`src/rtl/swd_pkg.sv`:
```
// Shared types and constants for the sync-word bit deframer.
// No dependencies; imported by every rtl module of the block.
package swd_pkg;

    localparam int BYTE_W    = 8;
    localparam int NUM_LANES = 8;
    localparam int LEN_W     = 7;
    localparam int LIMIT_W   = 7;
    localparam int FRAME_W   = 16;
    localparam int CFG_W     = 64;
    localparam int ADDR_W    = 2;
    localparam int GROUP_W   = 8;
    localparam int GCNT_W    = 4;

    typedef enum logic [ADDR_W-1:0] {
        CFG_SYNC_WORD      = 2'd0,
        CFG_SYNC_LENGTH    = 2'd1,
        CFG_MISMATCH_LIMIT = 2'd2,
        CFG_FRAME_BYTES    = 2'd3
    } cfg_reg_t;

    // load enables of the three lane pipeline stages
    typedef struct packed {
        logic diff;
        logic part;
        logic match;
    } lane_en_t;

endpackage

```
`src/rtl/swd_lane.sv`:
```
// One correlator lane: masked mismatch count of one bit position's window.
// Depends on swd_pkg; three registered stages (xor, group counts, sum/compare).
module swd_lane #(
    parameter int SYNC_WIDTH = 64
) (
    input  logic                     clk,
    input  swd_pkg::lane_en_t        en,
    input  logic [SYNC_WIDTH-1:0]    win,
    input  logic [SYNC_WIDTH-1:0]    word,
    input  logic [SYNC_WIDTH-1:0]    mask,
    input  logic [swd_pkg::LIMIT_W-1:0] limit,
    output logic                     match
);
    import swd_pkg::*;

    localparam int NG = (SYNC_WIDTH + GROUP_W - 1) / GROUP_W;

    logic [SYNC_WIDTH-1:0]  diff_reg;
    logic [NG*GROUP_W-1:0]  pad;
    logic [GCNT_W-1:0]      part_next [NG];
    logic [GCNT_W-1:0]      part_reg  [NG];
    logic [LIMIT_W-1:0]     sum;
    logic                   match_reg;

    always_comb
    begin
        pad = '0;
        pad[SYNC_WIDTH-1:0] = diff_reg;
        for (int g = 0; g < NG; g++)
        begin
            part_next[g] = '0;
            for (int b = 0; b < GROUP_W; b++)
            begin
                part_next[g] = part_next[g] + GCNT_W'(pad[g*GROUP_W+b]);
            end
        end
        sum = '0;
        for (int g = 0; g < NG; g++)
        begin
            sum = sum + LIMIT_W'(part_reg[g]);
        end
    end

    always_ff @(posedge clk)
    begin
        if (en.diff)
        begin
            diff_reg <= (win ^ word) & mask;
        end
        if (en.part)
        begin
            part_reg <= part_next;
        end
        if (en.match)
        begin
            match_reg <= (sum <= limit);
        end
    end

    assign match = match_reg;

endmodule

```
`src/rtl/swd_merge.sv`:
```
// Merging stage: walks the eight lane results in bit order, packs frame bits,
// counts bytes and holds the output register. Depends on swd_pkg.
module swd_merge (
    input  logic                         clk,
    input  logic                         rst_n,
    input  logic                         in_valid,
    input  logic [swd_pkg::NUM_LANES-1:0] lane_match,
    input  logic [swd_pkg::BYTE_W-1:0]   bits,
    input  logic [swd_pkg::FRAME_W-1:0]  frame_bytes,
    output logic                         go,
    output logic                         m_tvalid,
    input  logic                         m_tready,
    output logic [swd_pkg::BYTE_W-1:0]   m_tdata,   // [7:0] out_byte
    output logic                         m_tlast
);
    import swd_pkg::*;

    logic               cap_reg,  cap_next;
    logic [2:0]         bip_reg,  bip_next;
    logic [BYTE_W-1:0]  pack_reg, pack_next;
    logic [FRAME_W-1:0] done_reg, done_next;
    logic               out_valid_reg;
    logic [BYTE_W-1:0]  out_byte_reg;
    logic               out_last_reg;

    logic [FRAME_W:0]   done_inc;
    logic               last_pre;
    logic               emit;
    logic [BYTE_W-1:0]  emit_byte;
    logic               out_free;
    logic [3:0]         cnt;

    assign done_inc = {1'b0, done_reg} + (FRAME_W+1)'(1);
    assign last_pre = done_inc >= {1'b0, frame_bytes};

    always_comb
    begin
        cap_next  = cap_reg;
        pack_next = pack_reg;
        done_next = done_reg;
        cnt       = {1'b0, bip_reg};
        emit      = 1'b0;
        emit_byte = '0;
        for (int j = 0; j < NUM_LANES; j++)
        begin
            if (cap_next)
            begin
                pack_next = {pack_next[BYTE_W-2:0], bits[BYTE_W-1-j]};
                cnt = cnt + 4'd1;
                if (cnt == 4'(BYTE_W))
                begin
                    emit      = 1'b1;
                    emit_byte = pack_next;
                    pack_next = '0;
                    cnt       = '0;
                    if (last_pre)
                    begin
                        cap_next  = 1'b0;
                        done_next = '0;
                    end
                    else
                    begin
                        done_next = done_inc[FRAME_W-1:0];
                    end
                end
            end
            else if (lane_match[j])
            begin
                cap_next  = 1'b1;
                pack_next = '0;
                cnt       = '0;
                done_next = '0;
            end
        end
        bip_next = cnt[2:0];
    end

    assign out_free = !out_valid_reg || m_tready;
    assign go       = in_valid && (!emit || out_free);

    always_ff @(posedge clk or negedge rst_n)
    begin
        if (!rst_n)
        begin
            cap_reg       <= 1'b0;
            bip_reg       <= '0;
            pack_reg      <= '0;
            done_reg      <= '0;
            out_valid_reg <= 1'b0;
        end
        else
        begin
            if (go)
            begin
                cap_reg  <= cap_next;
                bip_reg  <= bip_next;
                pack_reg <= pack_next;
                done_reg <= done_next;
            end
            if (go && emit)
            begin
                out_valid_reg <= 1'b1;
            end
            else if (m_tready)
            begin
                out_valid_reg <= 1'b0;
            end
        end
    end

    always_ff @(posedge clk)
    begin
        if (go && emit)
        begin
            out_byte_reg <= emit_byte;
            out_last_reg <= last_pre;
        end
    end

    assign m_tvalid = out_valid_reg;
    assign m_tdata  = out_byte_reg;
    assign m_tlast  = out_last_reg;

`ifndef SYNTH
    a_emit_shows: assert property (@(posedge clk) disable iff (!rst_n)
        go && emit |=> m_tvalid)
        else $error("emitted byte not presented");
    a_hunt_empty: assert property (@(posedge clk) disable iff (!rst_n)
        !cap_reg |-> (bip_reg == 3'd0))
        else $error("bits packed while hunting");
    a_last_ends: assert property (@(posedge clk) disable iff (!rst_n)
        go && emit && last_pre |=> (done_reg == '0))
        else $error("byte count not cleared after last byte");
    a_hold: assert property (@(posedge clk) disable iff (!rst_n)
        !go |=> $stable(cap_reg) && $stable(bip_reg) && $stable(done_reg))
        else $error("frame state moved without a beat");
`endif

endmodule

```
`src/rtl/sync_word_bit_deframer.sv`:
```
// Sync-word bit deframer: hunts a sync word bit by bit with a Hamming
// threshold and emits the following frame as bytes. Uses swd_pkg, swd_lane, swd_merge.
//
// One input beat carries eight bits, earliest in the MSB, and the block takes
// a beat every cycle while the output is not stalled. Eight correlator lanes,
// one per bit position, score the sync window of each bit in parallel over
// three register stages; the merge stage then walks the eight results in
// order and packs finished bytes into the output register. The frame state
// is carried from beat to beat by the merge stage alone, which holds the pace
// at one beat per clock when the output does not stall. Output backpressure
// is absorbed by the pipeline stages before the input stalls. The user must
// write configuration only while the block is empty; the block does not enforce it.
module sync_word_bit_deframer #(
    parameter int SYNC_WIDTH = 64
) (
    input  logic                        clk,
    input  logic                        rst_n,
    input  logic                        cfg_we,
    input  logic [swd_pkg::ADDR_W-1:0]  cfg_addr,
    input  logic [swd_pkg::CFG_W-1:0]   cfg_data,
    input  logic                        s_tvalid,
    output logic                        s_tready,
    input  logic [swd_pkg::BYTE_W-1:0]  s_tdata,   // [7:0] in_byte
    output logic                        m_tvalid,
    input  logic                        m_tready,
    output logic [swd_pkg::BYTE_W-1:0]  m_tdata,   // [7:0] out_byte
    output logic                        m_tlast
);
    import swd_pkg::*;

    logic [SYNC_WIDTH-1:0] sync_word_reg;
    logic [LEN_W-1:0]      sync_length_reg;
    logic [LIMIT_W-1:0]    limit_reg;
    logic [FRAME_W-1:0]    frame_bytes_reg;

    logic [SYNC_WIDTH-1:0]        shift_reg;
    logic [SYNC_WIDTH-1:0]        mask;
    logic [SYNC_WIDTH+BYTE_W-1:0] wide;
    logic [SYNC_WIDTH-1:0]        win [NUM_LANES];

    logic v1_reg, v2_reg, v3_reg;
    logic [BYTE_W-1:0] byte1_reg, byte2_reg, byte3_reg;
    logic r1, r2, r3, acc, merge_go;
    lane_en_t en;
    logic [NUM_LANES-1:0] lane_match;

    always_ff @(posedge clk or negedge rst_n)
    begin
        if (!rst_n)
        begin
            sync_word_reg   <= '0;
            sync_length_reg <= LEN_W'(32);
            limit_reg       <= '0;
            frame_bytes_reg <= FRAME_W'(256);
        end
        else if (cfg_we)
        begin
            case (cfg_reg_t'(cfg_addr))
                CFG_SYNC_WORD:      sync_word_reg   <= cfg_data[SYNC_WIDTH-1:0];
                CFG_SYNC_LENGTH:    sync_length_reg <= cfg_data[LEN_W-1:0];
                CFG_MISMATCH_LIMIT: limit_reg       <= cfg_data[LIMIT_W-1:0];
                CFG_FRAME_BYTES:    frame_bytes_reg <= cfg_data[FRAME_W-1:0];
                default:            ;
            endcase
        end
    end

    // window of bit j is the shift register after bits 0..j of the beat
    always_comb
    begin
        for (int i = 0; i < SYNC_WIDTH; i++)
        begin
            mask[i] = (sync_length_reg > LEN_W'(i));
        end
        wide = {shift_reg, s_tdata};
        for (int j = 0; j < NUM_LANES; j++)
        begin
            win[j] = wide[(NUM_LANES-1-j) +: SYNC_WIDTH] & mask;
        end
    end

    assign r3       = !v3_reg || merge_go;
    assign r2       = !v2_reg || r3;
    assign r1       = !v1_reg || r2;
    assign s_tready = r1;
    assign acc      = s_tvalid && r1;
    assign en.diff  = acc;
    assign en.part  = v1_reg && r2;
    assign en.match = v2_reg && r3;

    always_ff @(posedge clk or negedge rst_n)
    begin
        if (!rst_n)
        begin
            shift_reg <= '0;
            v1_reg    <= 1'b0;
            v2_reg    <= 1'b0;
            v3_reg    <= 1'b0;
        end
        else
        begin
            if (acc)
            begin
                shift_reg <= win[NUM_LANES-1];
            end
            if (en.diff)
            begin
                v1_reg <= 1'b1;
            end
            else if (en.part)
            begin
                v1_reg <= 1'b0;
            end
            if (en.part)
            begin
                v2_reg <= 1'b1;
            end
            else if (en.match)
            begin
                v2_reg <= 1'b0;
            end
            if (en.match)
            begin
                v3_reg <= 1'b1;
            end
            else if (merge_go)
            begin
                v3_reg <= 1'b0;
            end
        end
    end

    always_ff @(posedge clk)
    begin
        if (en.diff)
        begin
            byte1_reg <= s_tdata;
        end
        if (en.part)
        begin
            byte2_reg <= byte1_reg;
        end
        if (en.match)
        begin
            byte3_reg <= byte2_reg;
        end
    end

    for (genvar j = 0; j < NUM_LANES; j++)
    begin : g_lane
        swd_lane #(
            .SYNC_WIDTH (SYNC_WIDTH)
        ) u_lane (
            .clk   (clk),
            .en    (en),
            .win   (win[j]),
            .word  (sync_word_reg),
            .mask  (mask),
            .limit (limit_reg),
            .match (lane_match[j])
        );
    end

    swd_merge u_merge (
        .clk         (clk),
        .rst_n       (rst_n),
        .in_valid    (v3_reg),
        .lane_match  (lane_match),
        .bits        (byte3_reg),
        .frame_bytes (frame_bytes_reg),
        .go          (merge_go),
        .m_tvalid    (m_tvalid),
        .m_tready    (m_tready),
        .m_tdata     (m_tdata),
        .m_tlast     (m_tlast)
    );

endmodule

```
`config.mk`:
```
export PLATFORM = sky130hd
export DESIGN_NAME = sync_word_bit_deframer
export DESIGN_NICKNAME = d
export VERILOG_FILES = /design/src/rtl/swd_pkg.sv /design/src/rtl/swd_lane.sv /design/src/rtl/swd_merge.sv /design/src/rtl/sync_word_bit_deframer.sv
export SDC_FILE = /design/constraint.sdc
export NUM_CORES = 2
export LEC_CHECK = 0
export ABC_AREA = 1
export CAP_MARGIN = 5
export CORE_MARGIN = 1.5
export CORE_UTILIZATION = 40
export CTS_BUF_LIST = sky130_fd_sc_hd__clkbuf_16
export DETAILED_ROUTE_END_ITERATION = 16
export DONT_BUFFER_PORTS = 1
export PLACE_DENSITY_LB_ADDON = 0.25
export SLEW_MARGIN = 10
export SYNTH_ARGS = -nofsm -noshare
export SYNTH_HDL_FRONTEND = slang
export SYNTH_SLANG_ARGS = --single-unit
```
`constraint.sdc`:
```
create_clock -name clk -period 17.2 [get_ports clk]
set_clock_uncertainty 0.2 [all_clocks]
set_input_delay 1.72 -clock clk [delete_from_list [all_inputs] [get_ports clk]]
set_output_delay 1.72 -clock clk [all_outputs]
set_load 0.03 [all_outputs]
```
==> flow_metrics.env <==
export IMPL_drv_cap=0
export IMPL_crit_arrival_ns=11.57
export IMPL_timing_rr_end="g_lane[4].u_lane.diff_reg[8]"
export IMPL_final_period_utilization_pct=78.4
export IMPL_tightestPinTransition_ns=1.39
export IMPL_dieArea_mm2=0.163
export IMPL_async_flop_share_pct=18.9
export IMPL_hpwl_um=143000
export IMPL_hold_slack_ns=0.217
export IMPL_grt_pass1_vias=42000
export IMPL_synth_edff_count=809
export IMPL_seq_area_frac_synth_pct=45.1
export IMPL_clkSinkCount=997
export IMPL_cpMaxStageDelayCell="nand4_1"
export IMPL_rsz0062_at_grt="no"
export IMPL_cpMostUsedCell="inv_1"
export IMPL_grt_overflow=0
export IMPL_grt_total_usage_pct=23.5
export IMPL_synth_top_cell_by_area="edfxtp_1"
export IMPL_initial_core_util_pct=40.4
export IMPL_critPathMaxStageDelay_ns=0.85
export IMPL_r2r_start="u_merge.done_reg[0]"
export IMPL_syn_avg_cell_area_um2=10.4
export IMPL_nFillCells=14900
export IMPL_cts_buffer_depth=3
export IMPL_avgViaCountPerCell=4.98
export IMPL_r2r_slack_ns=4.11
export IMPL_clk_latency_ns=0.78
export IMPL_cp_required_ns=15.28
export IMPL_dr_first_iter_drc_count=3495
export IMPL_cts_made_buffers=113
export IMPL_reg2regPathDepth=64
export IMPL_clkTransAtPathRegs_ns=0.06
export IMPL_hold_class="reg2reg"
export IMPL_num_nets_final=6971
export IMPL_boundaryPins=90
export IMPL_synth_seq_cells=997
export IMPL_antenna_found_initial=14
export IMPL_die_w_um=404
export IMPL_hold_buffers=0
export IMPL_grt_pass1_wl_um=280000
export IMPL_cts_setup_buffers=0
export IMPL_drv_slew=0
export IMPL_grt_max_degree=189
export IMPL_synth_fp_nets=7055
export IMPL_finalSetupViolCount=0
export IMPL_maxSlewHeadroom_pct=7.49
export IMPL_cts_root_buf="clkbuf_16"
export IMPL_status="completed"
export IMPL_synthCells=6174
export IMPL_max_freq_mhz=74.2
export IMPL_end_kind="output pin"
export IMPL_syn_to_final_growth_pct=8.70
export IMPL_hold_path_depth=0
export IMPL_min_to="byte2_reg[7]"
export IMPL_synthTopCellsByCount="inv_1, edfxtp_1, nand2_1"
export IMPL_core_area_mm2=0.159
export IMPL_dp_cells=8121
export IMPL_yosys_top_cells_area="edfxtp_1, fa_1, ha_1, inv_1, dfrtp_1"
export IMPL_rows=146
export IMPL_timing_final_crit_period_ns=13.49
export IMPL_netlist_area_mm2=0.0643
export IMPL_ant_nets=0
export IMPL_fin_cells=8337
export IMPL_synth_most_common_cell="inv_1"
export IMPL_vias=41500
export IMPL_synthDistinctLibCells=64
export IMPL_min_from="byte1_reg[7]"
export IMPL_worstSetupStartpointType="flip-flop"
export IMPL_largest_reg_flops=512
export IMPL_cts_resized=0
export IMPL_h_tree_depth=3
export IMPL_ys_flop_type="edfxtp_1"
export IMPL_port_buffers=0
export IMPL_drt_pass1_iterations=5
export IMPL_ys_warn_count=0
export IMPL_dieHeight_um=404
export IMPL_layout_drive_gt1_share_pct=6.32
export IMPL_hold_viol_final=0
export IMPL_setup_tns_final_ns=0
export IMPL_synth_top_area_share_pct=37.8
export IMPL_crit_path_max_fanout=43
export IMPL_routedWlPerCell_um=22.8
export IMPL_place_congestion=0.980
export IMPL_critPathKind="reg2out"
export IMPL_wirelength_um=190000
export IMPL_cts_tree="yes"
export IMPL_post_route_drc_count=0
-- cell type report --
class	count	area [um^2]	area share (%)
Antenna cell	5	12.5	0.0179
Timing Repair Buffer	25	213	0.304
Sequential cell	997	29000	41.5
Multi-Input combinational cell	3624	29200	41.8
Tap cell	2146	2690	3.84
Inverter	1329	5020	7.17
Clock buffer	113	2830	4.04
Clock inverter	98	920	1.32
-- through the flow --
stage	utilization, %	instance area [um^2]	setup slack, ns
2_1_floorplan	-	64300	3.62
3_3_place_gp	41.6	66200	4.36
3_5_place_dp	41.6	66200	4.06
4_1_cts	43.9	69900	3.63
5_1_grt	43.9	69900	2.60
6_report	43.9	69900	3.71
-- worst max-delay path, delay by kind of cell (launching register included) --
kind            cells  cell delay, ns
xor+xnor            1            0.19
buf+inv            12            0.89
flops               1            0.45
fa+ha+maj           7            1.42
compound gates      4            0.75
simple gates       38            7.07
-- routing by layer --
layer | up-vias | wire, um | global-route usage (%)
li1 | 19300 | - | -
met1 | 20700 | 81600 | 31.4
met2 | 1210 | 89600 | 38.5
met3 | 311 | 10100 | 2.99
met4 | 10 | 8540 | 9.65
met5 | - | 62 | 0
-- worst max-delay path by stage --
stage                                   start                            to  slack, ns  depth (start not counted)
after global routing      u_merge.done_reg[0]                      s_tready       2.60                         62
final                     u_merge.done_reg[0]                      s_tready       3.71                         62
after CTS                 u_merge.done_reg[0]                      s_tready       3.63                         62
after global placement    u_merge.done_reg[0]  g_lane[4].u_lane.diff_reg[8]       4.36                         64
after detailed placement  u_merge.done_reg[0]  g_lane[4].u_lane.diff_reg[9]       4.06                         64
after floorplan           u_merge.done_reg[0]                  byte1_reg[0]       3.62                         59
-- layout by cell type (no fill, tap or decap), drive strengths merged, types with 3 or more instances in the layout --
master / synthesis / final
dfrtp: 186 / 186
o211ai: 38 / 38
o21ai: 244 / 244
a22oi: 13 / 13
xor2: 100 / 100
edfxtp: 809 / 809
a21oi: 159 / 159
inv: 1315 / 1345
a31oi: 4 / 4
o21bai: 9 / 9
a21boi: 3 / 3
nand3: 236 / 236
buf: 146 / 25
clkinv: 14 / 64
nor3: 3 / 3
fa: 408 / 408
or2: 7 / 7
nand3b: 8 / 8
o221ai: 26 / 26
o22ai: 37 / 37
o21a: 5 / 5
nor2: 597 / 597
a32oi: 8 / 8
clkbuf: 76 / 113
nor4: 4 / 4
nand2: 723 / 723
ha: 394 / 394
xnor2: 521 / 521
clkinvlp: 0 / 5
nand4: 17 / 17
bufinv: 0 / 13
diode: 0 / 5
mux2: 47 / 47
-- logic make-up after synthesis --
family / count (synthesis) / share of synthesized area (%)
simple gates: 1597 / 10.8
flops: 997 / 45.1
buf+inv: 1553 / 9.48
fa+ha+maj: 802 / 20.4
compound gates: 557 / 4.97
mux: 47 / 0.823
xor+xnor: 621 / 8.46
Power is left out: the tool's default activity adds up to more than one toggle a clock period on the data nets, which glitch-free logic cannot reach.
